$ cat src/sv/tsrw_pkg.sv
// Shared constants and helpers for the timestamp reorder window.
package tsrw_pkg;

  localparam int CAPACITY = 32;
  localparam int ADDR_W   = $clog2(CAPACITY);
  localparam int CNT_W    = $clog2(CAPACITY + 1);
  localparam int STAMP_W  = 64;
  localparam int THR_W    = 6;
  localparam int APB_AW   = 3;
  localparam int APB_DW   = 32;

  localparam logic [THR_W-1:0] THR_RESET = 6'd18;

  // Register index, taken from paddr[2]
  localparam logic REG_FILL_THRESHOLD = 1'b0;

  // Threshold as used: zero acts as one, values above capacity saturate
  function automatic logic [CNT_W-1:0] eff_threshold(input logic [THR_W-1:0] thr);
    logic [CNT_W-1:0] res;
    if (thr == '0) begin
      res = CNT_W'(1);
    end else if (int'(thr) > CAPACITY) begin
      res = CNT_W'(CAPACITY);
    end else begin
      res = CNT_W'(thr);
    end
    return res;
  endfunction

endpackage

$ cat src/sv/timestamp_reorder_window_core.sv
// Reorder window: holds timestamps in arrival order, releases the smallest.
// Throughput: one item per cycle when nothing is released; an item that causes a release
// keeps the input stalled through the scan, the release and the shift, plus any output
// stall, as every sweep goes through the single memory read port.
// Reset (synchronous, rst high): window empty, threshold 18, last released zero; no clear.
module timestamp_reorder_window_core
  import tsrw_pkg::*;
(
  input  logic                clk,
  input  logic                rst,
  // input channel
  input  logic                in_valid,
  output logic                in_stall,
  input  logic [STAMP_W-1:0]  arriving_timestamp,
  // output channel
  output logic                out_valid,
  input  logic                out_stall,
  output logic [STAMP_W-1:0]  released_timestamp,
  output logic                went_backwards,
  // configuration port
  input  logic                psel,
  input  logic                penable,
  input  logic                pwrite,
  input  logic [APB_AW-1:0]   paddr,
  input  logic [APB_DW-1:0]   pwdata,
  output logic [APB_DW-1:0]   prdata,
  output logic                pready
);

  localparam logic [1:0] ST_IDLE  = 2'd0;
  localparam logic [1:0] ST_SCAN  = 2'd1;
  localparam logic [1:0] ST_EMIT  = 2'd2;
  localparam logic [1:0] ST_SHIFT = 2'd3;

  logic [1:0]         state;
  logic [CNT_W-1:0]   count;
  logic [THR_W-1:0]   fill_threshold;
  logic [STAMP_W-1:0] last_released;

  // sweep index and the read in flight
  logic [CNT_W-1:0]   idx;
  logic               pend_vld;
  logic [ADDR_W-1:0]  pend_pos;

  logic [STAMP_W-1:0] best_val;
  logic [ADDR_W-1:0]  best_pos;

  // memory ports
  logic               mem_we;
  logic [ADDR_W-1:0]  mem_waddr;
  logic [STAMP_W-1:0] mem_wdata;
  logic [ADDR_W-1:0]  mem_raddr;
  logic [STAMP_W-1:0] mem_rdata;

  logic               in_xfer;
  logic [ADDR_W-1:0]  ins_pos;
  logic [CNT_W-1:0]   count_ins;
  logic               issue;
  logic               out_free;
  logic               cfg_wr;

  // Window memory, indexed by age position (position 0 is the oldest)
  tsrw_ram #(
    .WIDTH (STAMP_W),
    .DEPTH (CAPACITY)
  ) u_window (
    .clk   (clk),
    .we    (mem_we),
    .waddr (mem_waddr),
    .wdata (mem_wdata),
    .raddr (mem_raddr),
    .rdata (mem_rdata)
  );

  // Handshake and configuration port
  assign in_stall = (state != ST_IDLE);
  assign in_xfer  = in_valid && !in_stall;
  assign out_free = !out_valid || !out_stall;
  assign pready   = 1'b1;
  assign cfg_wr   = psel && penable && pwrite && pready && (paddr[2] == REG_FILL_THRESHOLD);
  assign prdata   = (paddr[2] == REG_FILL_THRESHOLD) ?
                    {{(APB_DW-THR_W){1'b0}}, fill_threshold} : '0;

  // Insert position: count never exceeds CAPACITY-1 here, clamp is defensive
  assign ins_pos   = (int'(count) >= CAPACITY) ? ADDR_W'(CAPACITY - 1) : count[ADDR_W-1:0];
  assign count_ins = CNT_W'(ins_pos) + CNT_W'(1);

  // Sweep reads run while the index is inside the held entries
  assign issue     = (idx < count);
  assign mem_raddr = idx[ADDR_W-1:0];

  // Write port: arrival in idle, shift-down during removal
  always_comb begin
    mem_we    = 1'b0;
    mem_waddr = ins_pos;
    mem_wdata = arriving_timestamp;
    if (state == ST_IDLE) begin
      mem_we = in_xfer;
    end else if (state == ST_SHIFT) begin
      mem_we    = pend_vld;
      mem_waddr = pend_pos - ADDR_W'(1);
      mem_wdata = mem_rdata;
    end
  end

  // Configuration register
  always_ff @(posedge clk) begin
    if (rst) begin
      fill_threshold <= THR_RESET;
    end else if (cfg_wr) begin
      fill_threshold <= pwdata[THR_W-1:0];
    end
  end

  // Sequencer
  always_ff @(posedge clk) begin
    if (rst) begin
      state         <= ST_IDLE;
      count         <= '0;
      last_released <= '0;
      pend_vld      <= 1'b0;
      idx           <= '0;
    end else begin
      case (state)
        ST_IDLE: begin
          pend_vld <= 1'b0;
          idx      <= '0;
          if (in_xfer) begin
            count <= count_ins;
            if (count_ins >= eff_threshold(fill_threshold)) begin
              state <= ST_SCAN;
            end
          end
        end
        ST_SCAN: begin
          pend_vld <= issue;
          pend_pos <= idx[ADDR_W-1:0];
          if (issue) begin
            idx <= idx + CNT_W'(1);
          end
          // compare stage: strict less keeps the oldest on ties
          if (pend_vld) begin
            if (pend_pos == '0 || mem_rdata < best_val) begin
              best_val <= mem_rdata;
              best_pos <= pend_pos;
            end
            if (CNT_W'(pend_pos) + CNT_W'(1) == count) begin
              state <= ST_EMIT;
            end
          end
        end
        ST_EMIT: begin
          pend_vld <= 1'b0;
          if (out_free) begin
            last_released <= best_val;
            idx           <= CNT_W'(best_pos) + CNT_W'(1);
            state         <= ST_SHIFT;
          end
        end
        ST_SHIFT: begin
          pend_vld <= issue;
          pend_pos <= idx[ADDR_W-1:0];
          if (issue) begin
            idx <= idx + CNT_W'(1);
          end
          if (!issue && !pend_vld) begin
            count <= count - CNT_W'(1);
            state <= ST_IDLE;
          end
        end
        default: begin
          state <= ST_IDLE;
        end
      endcase
    end
  end

  // Output register
  always_ff @(posedge clk) begin
    if (rst) begin
      out_valid <= 1'b0;
    end else if (state == ST_EMIT && out_free) begin
      out_valid <= 1'b1;
    end else if (!out_stall) begin
      out_valid <= 1'b0;
    end
  end

  always_ff @(posedge clk) begin
    if (state == ST_EMIT && out_free) begin
      released_timestamp <= best_val;
      went_backwards     <= (best_val < last_released);
    end
  end

endmodule

$ cat src/sv/tsrw_ram.sv
// Generic simple dual-port RAM with registered read.
module tsrw_ram #(
  parameter int WIDTH = 8,
  parameter int DEPTH = 16
) (
  input  logic                     clk,
  input  logic                     we,
  input  logic [$clog2(DEPTH)-1:0] waddr,
  input  logic [WIDTH-1:0]         wdata,
  input  logic [$clog2(DEPTH)-1:0] raddr,
  output logic [WIDTH-1:0]         rdata
);

  logic [WIDTH-1:0] mem [DEPTH];

  always_ff @(posedge clk) begin
    if (we) begin
      mem[waddr] <= wdata;
    end
    rdata <= mem[raddr];
  end

endmodule

$ cat config.mk
export PLATFORM = sky130hd
export DESIGN_NAME = timestamp_reorder_window_core
export DESIGN_NICKNAME = d
export VERILOG_FILES = /design/src/sv/tsrw_pkg.sv /design/src/sv/timestamp_reorder_window_core.sv /design/src/sv/tsrw_ram.sv
export SDC_FILE = /design/constraint.sdc
export NUM_CORES = 2
export LEC_CHECK = 0
export BUFFER_PORTS_ARGS = -buffer_cell sky130_fd_sc_hd__buf_2
export CAP_MARGIN = 20
export CORE_MARGIN = 1.5
export CORE_UTILIZATION = 60
export CTS_BUF_LIST = sky130_fd_sc_hd__clkbuf_8 sky130_fd_sc_hd__clkbuf_16
export DETAILED_ROUTE_END_ITERATION = 8
export GPL_ROUTABILITY_DRIVEN = 0
export PLACE_DENSITY = 0.76
export SLEW_MARGIN = 15
export SYNTH_ARGS = -nofsm -noshare
export SYNTH_HDL_FRONTEND = slang
export SYNTH_SLANG_ARGS = --single-unit
$ cat constraint.sdc
create_clock -name clk -period 6.65 [get_ports clk]
set_input_delay 0.9975 -clock clk [delete_from_list [all_inputs] [get_ports clk]]
set_output_delay 0.9975 -clock clk [all_outputs]
set_load 0.03 [all_outputs]
==> results.cfg <==
[timing]
finalHoldViolations = 0
layout_setup_ws_ns = 1.40
grt_setup_unrepaired = false
skew_ns = 0.0369
maxSlewViolCount = 0
period_needed_ns = 5.25
fin_crit_sh_pct = 78.9
relSlewSlack_pct = 17.8
fin_tns_setup_ns = 0
tightestPinTransition_ns = 1.22
fmax_mhz = 190
finalSetupViolCount = 0

[clock_tree]
cts.sinks = 2337
cts_tree = yes
cts_max_path_buffers = 3
root_buffer = clkbuf_16
clock_latency_ns = 0.87
cts_hold_buf = 0
cts_resized = 0
post_cts_buffers = 0
path_clk_slew_ns = 0.06
cts_buffers = 218
htree_levels = 4

[routing]
routed_wl_um = 225000
drt_first_pass_iters = 6
ant_nets = 0
drc = 0
vias_per_cell = 6.76
post_drt_wl_per_cell_um = 33.6
drt_iter0_markers = 6397
dr_total_vias = 45335

[finish]
register_area_sq_um = 68700
areaGrowthSynthToFinish_pct = 11.8
fin_nets = 4754
multi_input_comb_area_sq_um = 21200
num-fill-cells = 8985
drive_gt1_share_pct = 29.5
stdcell_count = 6709

[setup_path]
worstPathMaxFanout = 26
critical_path.max_stage_delay_ns = 1.01
crit_chain = ha_1, clkinv_1, nor2_4, buf_4, a21oi_1, nand3b_1, nor2_4, buf_4
cp_slowest_cell = nor2_4
cp.required_ns = 7.13
r2r_start = state[1]$_SDFFE_PP0P_
end_kind = register
reg2reg_slack_ns = 1.40
r2r_cells = 8
worstPathArrival_ns = 5.73
critPathKind = register to register
cp-start-kind = register
r2r-end = u_window.mem[19][55]$_DFFE_PP_

[worst_hold_path]
whs_path_depth = 3
min_to = fill_threshold[5]$_SDFFE_PP0P_
hold_class = input port to register
min-delay-start = pwdata[5]

[floorplan]
dieArea_sq_um = 154000
fp.dieW_um = 393
core_area_sq_um = 150000
io_pins = 206
rows = 142
die_h_um = 393
start_util_pct = 60.6

[grt]
grt_max_degree = 146
antenna_found_initial = 9
grt_overflow = 0
track_usage_pct = 29.7
first_global_vias = 45302
grt_pass1_wl_um = 321000

[pwr]
power.density_nw_per_um2 = 295
peakVddDrop_v = 0.000330
p_leak_nw = 31.9

[yosys]
yosysUniqueCellTypes = 54
ys.flop_type = edfxtp_1
synth_top_cells_by_area = edfxtp_1 72%, mux4_2 16%, dfxtp_1 3.3%
synth_top_cell_by_area = edfxtp_1
synth_top_area_share_pct = 72.1
synth_edf_count = 2187
yosysWarnings = 0
syn_inst = 4227
syn_area_sq_um = 91100
postSynthAreaPerCell_sq_um = 21.6
ys_ff_latch = 2337
ys_seq_area_share_pct = 75.4
ys_async_sr_fraction_pct = 0

[outcome]
status = completed

[placement]
place_hpwl_um = 115000
port_buffers = 150
dpl.cell_count = 6298
preCtsSetupSlack_ns = 1.59

[job]
maxCapViolations = 0
worst max-delay path, delay by kind of cell (launching register included):
family	cells	cell delay, ns
adders and majority gates	1	0.37
and+or+nand+nor	3	2.11
AOI/OAI and AO/OA	1	0.40
buffers and inverters	3	1.54
DFF	1	0.38
Yosys cell counts, types with 2 or more instances:
cell	n
buf_2	29
inv_1	143
xnor2_1	13
a21boi_0	3
buf_4	49
dfxtp_1	150
o221ai_1	3
nand2_1	175
clkbuf_1	111
a211oi_1	17
a2111oi_0	2
nor3_1	12
o21a_1	3
or3_1	5
nand3_1	19
edfxtp_1	2187
o21bai_1	2
nand4_1	25
nand4b_1	3
a22oi_1	2
a211o_1	4
o21ai_0	39
and3_1	2
nand2b_1	8
buf_1	28
nor2b_1	10
mux2i_1	10
nand3b_1	6
o31ai_1	4
a21o_1	12
a21oi_1	117
mux2_2	131
a31oi_1	3
xor2_1	3
mux4_2	640
ha_1	146
nor2_1	85
nor4_1	4
o211ai_1	6
conb_1	2
metal layers:
metal  vias up  wire (um)  track usage [%]
met3       410      25600             7.04
met5         -         92                0
met4        10       6230             8.06
met1     23922      83800             41.6
met2      3033     110000             47.6
li1      17960          -                -
how the worst max path moves through the flow:
stage	from	to	slack [ns]	depth (start not counted)
after floorplan	best_val[39]$_DFFE_PP_	best_pos[0]$_DFFE_PP_	1.24	9
after global placement	state[1]$_SDFFE_PP0P_	u_window.mem[25][1]$_DFFE_PP_	1.50	8
after detailed placement	state[0]$_SDFFE_PP0P_	u_window.mem[19][55]$_DFFE_PP_	1.59	8
after CTS	state[1]$_SDFFE_PP0P_	u_window.mem[19][55]$_DFFE_PP_	1.57	8
after global routing	state[1]$_SDFFE_PP0P_	u_window.mem[19][55]$_DFFE_PP_	1.24	8
final	state[1]$_SDFFE_PP0P_	u_window.mem[19][55]$_DFFE_PP_	1.40	8
layout by cell type (no fill, tap or decap), types with 28 or more instances in the layout:
| cell | count |
|---|---|
| buf_4 | 70 |
| dfxtp_1 | 145 |
| ha_1 | 146 |
| inv_1 | 198 |
| clkinv_1 | 35 |
| clkinv_2 | 47 |
| buf_12 | 28 |
| nor2_4 | 33 |
| a21oi_1 | 116 |
| nor2_1 | 52 |
| mux2_2 | 131 |
| buf_2 | 149 |
| mux4_2 | 640 |
| o21ai_0 | 39 |
| edfxtp_1 | 2187 |
| clkbuf_16 | 220 |
| nand2_1 | 174 |
sequential cells by signal (all words and copies together), names as in the netlist:
signal / flops
best_val: 64
state: 2
idx: 6
pend_pos: 5
fill_threshold: 6
went_backwards: 1
best_pos: 5
u_window.rdata: 64
released_timestamp: 64
out_valid: 1
u_window.mem: 2048
count: 6
pend_vld: 1
last_released: 64
metrics by stage:
step	instance area, sq um	hold WS [ns]	utilization, %	power [W]
floorplan	91200	0.416	-	0.0176
global placement	94800	0.441	63.1	0.0181
CTS	102000	0.331	67.8	0.0301
global route	102000	0.357	67.8	0.0308
detailed placement	94800	0.448	63.1	0.0181
finish	102000	0.380	67.8	0.0300
area by class of cell:
class	count	area share [%]
Sequential cell	2337	67.4
Multi-Input combinational cell	1554	20.8
Clock buffer	238	5.65
Tap cell	2016	2.48
Timing Repair Buffer	247	1.80
Clock inverter	172	1.28
Inverter	144	0.535
Antenna cell	1	0.00246
power by group:
part | internal (W) | leakage, nW | switching (W)
clock | 0.00683 | 3.71 | 0.00536
sequential | 0.0163 | 20.9 | 0.000172
combinational | 0.000527 | 7.29 | 0.000793
logic make-up after synthesis:
family,after synthesis,share of synthesized area (%)
muxes,781,17.5
AOI/OAI and AO/OA,226,1.45
other,2,0.00824
xor gates and xnor gates,16,0.154
buffers and inverters,361,1.73
adders and majority gates,146,2.00
and+or+nand+nor,358,1.72
DFF,2337,75.4
Power figures use the tool's default switching activity.
